## src/kwh_pkg.sv

```systemverilog
package kwh_pkg;

    localparam int unsigned HASH_W    = 64;
    localparam int unsigned HALF_W    = 32;
    localparam int unsigned CODE_W    = 8;
    localparam int unsigned CFG_IDX_W = 3;
    localparam int unsigned CFG_DAT_W = 64;

    localparam logic [CFG_IDX_W-1:0] CFG_START_VALUE    = 3'd0;
    localparam logic [CFG_IDX_W-1:0] CFG_MULT_FIRST     = 3'd1;
    localparam logic [CFG_IDX_W-1:0] CFG_MULT_SECOND    = 3'd2;
    localparam logic [CFG_IDX_W-1:0] CFG_MULT_THIRD     = 3'd3;
    localparam logic [CFG_IDX_W-1:0] CFG_CLASS_CODES    = 3'd4;
    localparam logic [CFG_IDX_W-1:0] CFG_DIGIT_CODES    = 3'd5;
    localparam logic [CFG_IDX_W-1:0] CFG_LETTER_CLASSES = 3'd6;
    localparam logic [CFG_IDX_W-1:0] CFG_SHIFT_SELECT   = 3'd7;

    localparam logic [7:0] CHAR_SPACE = 8'h20;
    localparam logic [7:0] CHAR_ZERO  = 8'h30;
    localparam logic [7:0] CHAR_NINE  = 8'h39;
    localparam logic [7:0] CHAR_A     = 8'h61;
    localparam logic [7:0] CHAR_Z     = 8'h7a;

    localparam logic [1:0] ROUND_FIRST  = 2'd0;
    localparam logic [1:0] ROUND_SECOND = 2'd1;
    localparam logic [1:0] ROUND_THIRD  = 2'd2;

    typedef struct packed {
        logic [7:0] char_byte;
        logic       word_end;
    } kwh_in_t;

    typedef struct packed {
        logic [63:0] hash_value;
        logic        bad_char_seen;
    } kwh_out_t;

    typedef struct packed {
        logic [63:0] start_value;
        logic [63:0] mult_first;
        logic [63:0] mult_second;
        logic [63:0] mult_third;
        logic [23:0] class_codes;
        logic [59:0] digit_codes;
        logic [51:0] letter_classes;
        logic [5:0]  shift_select;
    } kwh_cfg_t;

    typedef struct packed {
        logic       load_in;
        logic       do_xor;
        logic       do_mul0;
        logic       do_mul1;
        logic       do_mul2;
        logic       do_add;
        logic       load_out;
        logic [1:0] round;
    } kwh_cmd_t;

    typedef struct packed {
        logic mix_in;
        logic last;
    } kwh_stat_t;

    typedef enum logic [2:0] {
        ST_IDLE,
        ST_XOR,
        ST_MUL0,
        ST_MUL1,
        ST_MUL2,
        ST_ADD,
        ST_DONE
    } kwh_state_t;

endpackage

```

## src/kwh_cfg.sv

```systemverilog
module kwh_cfg (
    input  logic                              clk,
    input  logic                              rst_n,
    input  logic                              cfg_valid,
    input  logic [kwh_pkg::CFG_IDX_W-1:0]     cfg_index,
    input  logic [kwh_pkg::CFG_DAT_W-1:0]     cfg_data,
    output kwh_pkg::kwh_cfg_t                 regs
);

    kwh_pkg::kwh_cfg_t regs_reg;
    kwh_pkg::kwh_cfg_t regs_next;

    always_comb
    begin
        regs_next = regs_reg;
        if (cfg_valid)
        begin
            case (cfg_index)
                kwh_pkg::CFG_START_VALUE:    regs_next.start_value    = cfg_data;
                kwh_pkg::CFG_MULT_FIRST:     regs_next.mult_first     = cfg_data;
                kwh_pkg::CFG_MULT_SECOND:    regs_next.mult_second    = cfg_data;
                kwh_pkg::CFG_MULT_THIRD:     regs_next.mult_third     = cfg_data;
                kwh_pkg::CFG_CLASS_CODES:    regs_next.class_codes    = cfg_data[23:0];
                kwh_pkg::CFG_DIGIT_CODES:    regs_next.digit_codes    = cfg_data[59:0];
                kwh_pkg::CFG_LETTER_CLASSES: regs_next.letter_classes = cfg_data[51:0];
                kwh_pkg::CFG_SHIFT_SELECT:   regs_next.shift_select   = cfg_data[5:0];
                default:                     regs_next = regs_reg;
            endcase
        end
    end

    always_ff @(posedge clk or negedge rst_n)
    begin
        if (!rst_n)
        begin
            regs_reg <= '0;
        end
        else
        begin
            regs_reg <= regs_next;
        end
    end

    assign regs = regs_reg;

endmodule

```

## src/kwh_ctrl.sv

```systemverilog
module kwh_ctrl (
    input  logic                clk,
    input  logic                rst_n,
    input  logic                char_valid,
    output logic                char_ready,
    output logic                hash_valid,
    input  logic                hash_ready,
    input  kwh_pkg::kwh_stat_t  stat,
    output kwh_pkg::kwh_cmd_t   cmd
);

    kwh_pkg::kwh_state_t state_reg;
    kwh_pkg::kwh_state_t state_next;
    logic [1:0]          round_reg;
    logic [1:0]          round_next;
    logic                out_valid_reg;
    logic                out_valid_next;

    always_ff @(posedge clk or negedge rst_n)
    begin
        if (!rst_n)
        begin
            state_reg     <= kwh_pkg::ST_IDLE;
            round_reg     <= kwh_pkg::ROUND_FIRST;
            out_valid_reg <= 1'b0;
        end
        else
        begin
            state_reg     <= state_next;
            round_reg     <= round_next;
            out_valid_reg <= out_valid_next;
        end
    end

    always_comb
    begin
        state_next     = state_reg;
        round_next     = round_reg;
        out_valid_next = out_valid_reg && !hash_ready;
        cmd            = '0;
        cmd.round      = round_reg;
        char_ready     = 1'b0;

        case (state_reg)
            kwh_pkg::ST_IDLE:
            begin
                char_ready = 1'b1;
                if (char_valid)
                begin
                    cmd.load_in = 1'b1;
                    round_next  = kwh_pkg::ROUND_FIRST;
                    state_next  = stat.mix_in ? kwh_pkg::ST_XOR : kwh_pkg::ST_DONE;
                end
            end
            kwh_pkg::ST_XOR:
            begin
                cmd.do_xor = 1'b1;
                state_next = kwh_pkg::ST_MUL0;
            end
            kwh_pkg::ST_MUL0:
            begin
                cmd.do_mul0 = 1'b1;
                state_next  = kwh_pkg::ST_MUL1;
            end
            kwh_pkg::ST_MUL1:
            begin
                cmd.do_mul1 = 1'b1;
                state_next  = kwh_pkg::ST_MUL2;
            end
            kwh_pkg::ST_MUL2:
            begin
                cmd.do_mul2 = 1'b1;
                if (round_reg == kwh_pkg::ROUND_THIRD)
                begin
                    state_next = kwh_pkg::ST_ADD;
                end
                else
                begin
                    round_next = round_reg + 2'd1;
                    state_next = kwh_pkg::ST_XOR;
                end
            end
            kwh_pkg::ST_ADD:
            begin
                cmd.do_add = 1'b1;
                state_next = kwh_pkg::ST_DONE;
            end
            kwh_pkg::ST_DONE:
            begin
                if (!stat.last)
                begin
                    state_next = kwh_pkg::ST_IDLE;
                end
                else if (!out_valid_reg || hash_ready)
                begin
                    cmd.load_out   = 1'b1;
                    out_valid_next = 1'b1;
                    state_next     = kwh_pkg::ST_IDLE;
                end
            end
            default:
            begin
                state_next = kwh_pkg::ST_IDLE;
            end
        endcase
    end

    assign hash_valid = out_valid_reg;

endmodule

```

## src/kwh_dp.sv

```systemverilog
module kwh_dp (
    input  logic                clk,
    input  logic                rst_n,
    input  kwh_pkg::kwh_in_t    char_data,
    input  kwh_pkg::kwh_cfg_t   regs,
    input  kwh_pkg::kwh_cmd_t   cmd,
    output kwh_pkg::kwh_stat_t  stat,
    output kwh_pkg::kwh_out_t   hash_data
);

    logic [kwh_pkg::HASH_W-1:0] h_reg;
    logic [kwh_pkg::HASH_W-1:0] h_next;
    logic [kwh_pkg::HASH_W-1:0] acc_reg;
    logic [kwh_pkg::HASH_W-1:0] acc_next;
    logic [kwh_pkg::CODE_W-1:0] code_reg;
    logic [kwh_pkg::CODE_W-1:0] code_next;
    logic                       last_reg;
    logic                       last_next;
    logic                       bad_reg;
    logic                       bad_next;
    logic                       fresh_reg;
    logic                       fresh_next;
    kwh_pkg::kwh_out_t          out_reg;
    kwh_pkg::kwh_out_t          out_next;

    logic [7:0]                 ch;
    logic                       is_space;
    logic                       is_digit;
    logic                       is_letter;
    logic [3:0]                 digit;
    logic [5:0]                 digit_base;
    logic [4:0]                 letter;
    logic [1:0]                 letter_class;
    logic [kwh_pkg::CODE_W-1:0] code_in;

    logic [kwh_pkg::HASH_W-1:0] mult;
    logic [1:0]                 shift_sel;
    logic [5:0]                 shift_amt;
    logic [kwh_pkg::HALF_W-1:0] op_a;
    logic [kwh_pkg::HALF_W-1:0] op_b;
    logic [kwh_pkg::HASH_W-1:0] prod;

    always_comb
    begin
        ch           = char_data.char_byte;
        is_space     = (ch == kwh_pkg::CHAR_SPACE);
        is_digit     = (ch inside {[kwh_pkg::CHAR_ZERO:kwh_pkg::CHAR_NINE]});
        is_letter    = (ch inside {[kwh_pkg::CHAR_A:kwh_pkg::CHAR_Z]});
        digit        = ch[3:0];
        digit_base   = 6'(digit) * 6'd6;
        letter       = 5'(ch - kwh_pkg::CHAR_A);
        letter_class = regs.letter_classes[{letter, 1'b0} +: 2];
        code_in      = '0;
        if (is_digit)
        begin
            code_in = {2'b00, regs.digit_codes[digit_base +: 6]};
        end
        else if (is_letter)
        begin
            case (letter_class)
                2'd0:    code_in = regs.class_codes[7:0];
                2'd1:    code_in = regs.class_codes[15:8];
                2'd2:    code_in = regs.class_codes[23:16];
                default: code_in = '0;
            endcase
        end
    end

    always_comb
    begin
        case (cmd.round)
            kwh_pkg::ROUND_FIRST:
            begin
                mult      = regs.mult_first;
                shift_sel = regs.shift_select[1:0];
            end
            kwh_pkg::ROUND_SECOND:
            begin
                mult      = regs.mult_second;
                shift_sel = regs.shift_select[3:2];
            end
            default:
            begin
                mult      = regs.mult_third;
                shift_sel = regs.shift_select[5:4];
            end
        endcase
        shift_amt = {shift_sel, 4'b0001};
    end

    // shared 32x32 multiplier: one partial product of the low 64 bits per cycle
    always_comb
    begin
        if (cmd.do_mul0)
        begin
            op_a = h_reg[31:0];
            op_b = mult[31:0];
        end
        else if (cmd.do_mul1)
        begin
            op_a = h_reg[31:0];
            op_b = mult[63:32];
        end
        else
        begin
            op_a = h_reg[63:32];
            op_b = mult[31:0];
        end
        prod = {32'd0, op_a} * {32'd0, op_b};
    end

    always_comb
    begin
        h_next     = h_reg;
        acc_next   = acc_reg;
        code_next  = code_reg;
        last_next  = last_reg;
        bad_next   = bad_reg;
        fresh_next = fresh_reg;
        out_next   = out_reg;

        if (cmd.load_in)
        begin
            code_next  = code_in;
            last_next  = char_data.word_end;
            fresh_next = 1'b0;
            if (fresh_reg)
            begin
                h_next   = regs.start_value;
                bad_next = !(is_space || is_digit || is_letter);
            end
            else
            begin
                bad_next = bad_reg || !(is_space || is_digit || is_letter);
            end
        end

        if (cmd.do_xor)
        begin
            h_next = h_reg ^ (h_reg >> shift_amt);
        end

        if (cmd.do_mul0)
        begin
            acc_next = prod;
        end

        if (cmd.do_mul1)
        begin
            acc_next = {acc_reg[63:32] + prod[31:0], acc_reg[31:0]};
        end

        if (cmd.do_mul2)
        begin
            h_next = {acc_reg[63:32] + prod[31:0], acc_reg[31:0]};
        end

        if (cmd.do_add)
        begin
            h_next = h_reg + {56'd0, code_reg};
        end

        if (cmd.load_out)
        begin
            out_next.hash_value    = h_reg;
            out_next.bad_char_seen = bad_reg;
            fresh_next             = 1'b1;
        end
    end

    always_ff @(posedge clk or negedge rst_n)
    begin
        if (!rst_n)
        begin
            h_reg     <= '0;
            bad_reg   <= 1'b0;
            fresh_reg <= 1'b1;
            last_reg  <= 1'b0;
        end
        else
        begin
            h_reg     <= h_next;
            bad_reg   <= bad_next;
            fresh_reg <= fresh_next;
            last_reg  <= last_next;
        end
    end

    always_ff @(posedge clk)
    begin
        acc_reg  <= acc_next;
        code_reg <= code_next;
        out_reg  <= out_next;
    end

    assign stat.mix_in = is_digit || is_letter;
    assign stat.last   = last_reg;
    assign hash_data   = out_reg;

endmodule

```

## src/keyword_string_hash_top.sv

```systemverilog
// channel  | valid      | ready      | payload
// ---------+------------+------------+------------------------------------
// char     | char_valid | char_ready | char_data (char_byte, word_end)
// hash     | hash_valid | hash_ready | hash_data (hash_value, bad_char_seen)
// cfg      | cfg_valid  | cfg_ready  | cfg_index, cfg_data
//
// A letter or digit passes through acceptance, three rounds (xorshift, then
// three 32x32 partial products on the one shared multiplier), the code add
// and a finishing step. A space or other byte is accepted and then finished.
// Reset clears the configuration registers, the running hash and all handshake state.
// A finished hash waits in the output register; the next characters are
// still taken, and a second word end holds until that result leaves.
// cfg_ready is always high.
module keyword_string_hash_top (
    input  logic                              clk,
    input  logic                              rst_n,
    input  logic                              char_valid,
    output logic                              char_ready,
    input  kwh_pkg::kwh_in_t                  char_data,
    output logic                              hash_valid,
    input  logic                              hash_ready,
    output kwh_pkg::kwh_out_t                 hash_data,
    input  logic                              cfg_valid,
    output logic                              cfg_ready,
    input  logic [kwh_pkg::CFG_IDX_W-1:0]     cfg_index,
    input  logic [kwh_pkg::CFG_DAT_W-1:0]     cfg_data
);

    kwh_pkg::kwh_cfg_t  regs;
    kwh_pkg::kwh_cmd_t  cmd;
    kwh_pkg::kwh_stat_t stat;

    assign cfg_ready = 1'b1;

    kwh_cfg u_cfg (
        .clk       (clk),
        .rst_n     (rst_n),
        .cfg_valid (cfg_valid),
        .cfg_index (cfg_index),
        .cfg_data  (cfg_data),
        .regs      (regs)
    );

    kwh_ctrl u_ctrl (
        .clk        (clk),
        .rst_n      (rst_n),
        .char_valid (char_valid),
        .char_ready (char_ready),
        .hash_valid (hash_valid),
        .hash_ready (hash_ready),
        .stat       (stat),
        .cmd        (cmd)
    );

    kwh_dp u_dp (
        .clk       (clk),
        .rst_n     (rst_n),
        .char_data (char_data),
        .regs      (regs),
        .cmd       (cmd),
        .stat      (stat),
        .hash_data (hash_data)
    );

    a_one_step: assert property (@(posedge clk) disable iff (!rst_n)
        $onehot0({cmd.load_in, cmd.do_xor, cmd.do_mul0, cmd.do_mul1,
                  cmd.do_mul2, cmd.do_add, cmd.load_out}))
        else $error("more than one datapath step in a cycle");

    a_mul_order: assert property (@(posedge clk) disable iff (!rst_n)
        cmd.do_mul0 |=> cmd.do_mul1 ##1 cmd.do_mul2)
        else $error("partial products out of order");

    a_busy_after_take: assert property (@(posedge clk) disable iff (!rst_n)
        char_valid && char_ready |=> !char_ready)
        else $error("character taken while previous one in progress");

    a_result_shown: assert property (@(posedge clk) disable iff (!rst_n)
        cmd.load_out |=> hash_valid)
        else $error("loaded result not presented");

endmodule

```

## config.mk

```make
export PLATFORM = sky130hd
export DESIGN_NAME = keyword_string_hash_top
export DESIGN_NICKNAME = d
export VERILOG_FILES = /design/src/kwh_pkg.sv /design/src/kwh_cfg.sv /design/src/kwh_ctrl.sv /design/src/kwh_dp.sv /design/src/keyword_string_hash_top.sv
export SDC_FILE = /design/constraint.sdc
export NUM_CORES = 2
export LEC_CHECK = 0
export BUFFER_PORTS_ARGS = -buffer_cell sky130_fd_sc_hd__buf_2
export CAP_MARGIN = 10
export CORE_UTILIZATION = 26
export DETAILED_ROUTE_END_ITERATION = 16
export GPL_TIMING_DRIVEN = 0
export HOLD_SLACK_MARGIN = 0.02
export PLACE_DENSITY = 0.52
export REMOVE_ABC_BUFFERS = 1
export SLEW_MARGIN = 30
export SYNTH_ARGS = -nofsm -noshare
export SYNTH_HDL_FRONTEND = slang
export SYNTH_HIERARCHICAL = 1
export SYNTH_SLANG_ARGS = --single-unit
```

## constraint.sdc

```tcl
create_clock -name clk -period 16.47 [get_ports clk]
set_input_delay 3.294 -clock clk [delete_from_list [all_inputs] [get_ports clk]]
set_output_delay 3.294 -clock clk [all_outputs]
set_load 0.005 [all_outputs]
```

==> flow_summary.json <==
{
  "ys.flop_type": "dfrtp_1",
  "grt_use_total_pct": 17.7,
  "cts_tree": "built",
  "slowest_stage": "a21o_1",
  "syn_area_per_cell_um2": 10.2,
  "ys_seq_area_share_pct": 24.1,
  "maxSlewHeadroom_pct": 30.3,
  "cp-start-kind": "flip-flop",
  "preCtsSetupSlack_ns": 4.17,
  "grt_max_degree": 86,
  "fin_skew_ns": 0.0377,
  "dieArea_um2": 256000,
  "synth_simple_gate_area_share_pct": 11.1,
  "min_period_ns": 12.55,
  "synth.distinct_cells": 101,
  "hold_depth": 0,
  "crit_top_cell": "fa_1",
  "path_max_fanout": 31,
  "critPathArrivalTime_ns": 12.89,
  "first_global_vias": 50410,
  "worst-setup-path-type": "flip-flop to flip-flop",
  "grt_pass1_wl_mm": 340,
  "first_pass_iters": 5,
  "largest_reg_flops": 398,
  "ctsHoldBuffers": 0,
  "synth-compound-area-share_pct": 7.38,
  "vias": 48551,
  "fin_setup_tns_ns": 0,
  "drt-initial-drc-count": 4183,
  "setup_ws_ns": 3.92,
  "crit_path_end_kind": "flip-flop",
  "clk_latency_ns": 0.65,
  "synthArstFlopShare_pct": 77.5,
  "grt_antenna_before_repair": 12,
  "synthMuxAreaShare_pct": 13.6,
  "rsz0062_at_grt": "no",
  "tightestPinTransition_ns": 1.03,
  "viasPerCell": 4.93,
  "netlist_instances": 6463,
  "drv_cap": 0,
  "wl_per_cell_um": 23.1,
  "die-width_um": 506,
  "ios": 149,
  "synth-xor-area-share_pct": 2.29,
  "seqCellArea_um2": 15900,
  "start_util_pct": 26.2,
  "slew_violations": 0,
  "synth_common_cells": "902 x inv_1, 899 x fa_1, 822 x nand2_1",
  "cts.sinks": 608,
  "final_layout_size_suffix_gt1_share_pct": 16.9,
  "max_stage_delay_ns": 0.82,
  "cts_max_level": 3,
  "hold_violations": 0,
  "yosys.area.top_type": "fa_1",
  "maxClockFrequency_mhz": 79.7,
  "finalSetupViolations": 0,
  "hold_ws_ns": 0.492,
  "areaGrowthSynthToFinish_pct": 13.7,
  "nFillCells": 25774,
  "ys_seq_elements": 608,
  "multi_input_area_um2": 45600,
  "required_ns": 16.81,
  "overflow": 0,
  "yosysMostFrequentCell": "inv_1",
  "yosysWarnings": 6,
  "cts_setup_buffers": 0,
  "syn_area_um2": 65900,
  "ant_nets": 0,
  "synth_adder_area_share_pct": 33.2,
  "hold_class": "flip-flop to flip-flop",
  "status": "finished clean",
  "synth_edf_count": 137,
  "yosys-top-cells-area": "fa_1 27%, dfrtp_1 18%, edfxtp_1 6.2%",
  "drc": 0,
  "rows": 184,
  "core_area_um2": 252000,
  "fin_crit_sh_pct": 76.2,
  "cts_root_buf": "clkbuf_16",
  "cts_resized": 0,
  "clockBufferDepth": 3,
  "yosysTopAreaCellShare_pct": 27.3,
  "nNetsFinal": 7722,
  "worst-r2r-setup-slack_ns": 3.92,
  "synth_top_family_by_area": "adder cells",
  "die_h_um": 506,
  "numCtsBuffers": 72,
  "reg2regPathDepth": 38,
  "wirelength_mm": 228,
  "clkTransAtPathRegs_ns": 0.06,
  "dp_hpwl_mm": 181,
  "place_congestion": 0.942,
  "io_buffers": 147
}
-- final timing paths --
kind	from	endpoint
setup / recovery	u_ctrl/state_reg[2]	u_dp/acc_reg[62]
min in group asynchronous	rst_n	u_cfg/regs[66]
hold reg to reg	u_dp/bad_reg	u_dp/hash_data[0]
hold / removal	u_dp/bad_reg	u_dp/hash_data[0]
max in group asynchronous	rst_n	u_cfg/regs[313]
setup reg to reg	u_ctrl/state_reg[2]	u_dp/acc_reg[62]
-- routing by layer --
layer	wire length [um]	up-vias	GRT usage (%)
met5	23	-	0
met4	9570	4	6.63
met3	14700	354	2.31
met2	105000	1851	28.4
met1	98600	25514	24.2
li1	-	20828	-
-- critical path: cells and delay by family, from the launching register on --
family | cells | cell delay [ns]
adders and majority gates | 10 | 4.27
AOI/OAI and AO/OA | 10 | 2.93
and+or+nand+nor | 8 | 2.19
buffers and inverters | 7 | 0.92
xor gates and xnor gates | 2 | 0.89
DFF | 1 | 0.63
muxes | 1 | 0.33
-- cell families after synthesis --
logic type / count (synthesis)
xor gates and xnor gates: 171
adders and majority gates: 1213
buffers and inverters: 1306
DFF: 608
and+or+nand+nor: 1750
AOI/OAI and AO/OA: 758
other: 1
muxes: 656
-- placed cells by master (no fill, tap or decap), types with 137 or more instances in the layout --
| master | netlist | final |
|---|---|---|
| ha_1 | 314 | 313 |
| inv_1 | 902 | 901 |
| mux2_2 | 250 | 250 |
| o21ai_0 | 140 | 137 |
| dfrtp_1 | 470 | 468 |
| mux2_4 | 200 | 200 |
| nor2_1 | 623 | 615 |
| buf_2 | 76 | 145 |
| edfxtp_1 | 137 | 137 |
| nand2_1 | 822 | 818 |
| fa_1 | 899 | 899 |
| a21oi_1 | 252 | 233 |
-- layout make-up --
type	count	area share [%]
multi-input combinational	4549	60.7
sequential	608	21.2
tap	3348	5.59
timing repair buffer	293	4.56
inverter	904	4.53
clock buffer	99	2.71
clock inverter	35	0.637
antenna	3	0.0100
-- metrics by stage --
step	util, %	cell area [um^2]	std cells
after global placement	27.3	68800	9556
after floorplan	-	63900	6061
final	29.8	75000	9839
after global routing	29.8	75000	9836
after CTS	29.8	74900	9834
after detailed placement	28.8	72400	9700
Power is not shown: default switching activity piles up to over one toggle a cycle in this logic, so the estimate is an artifact.
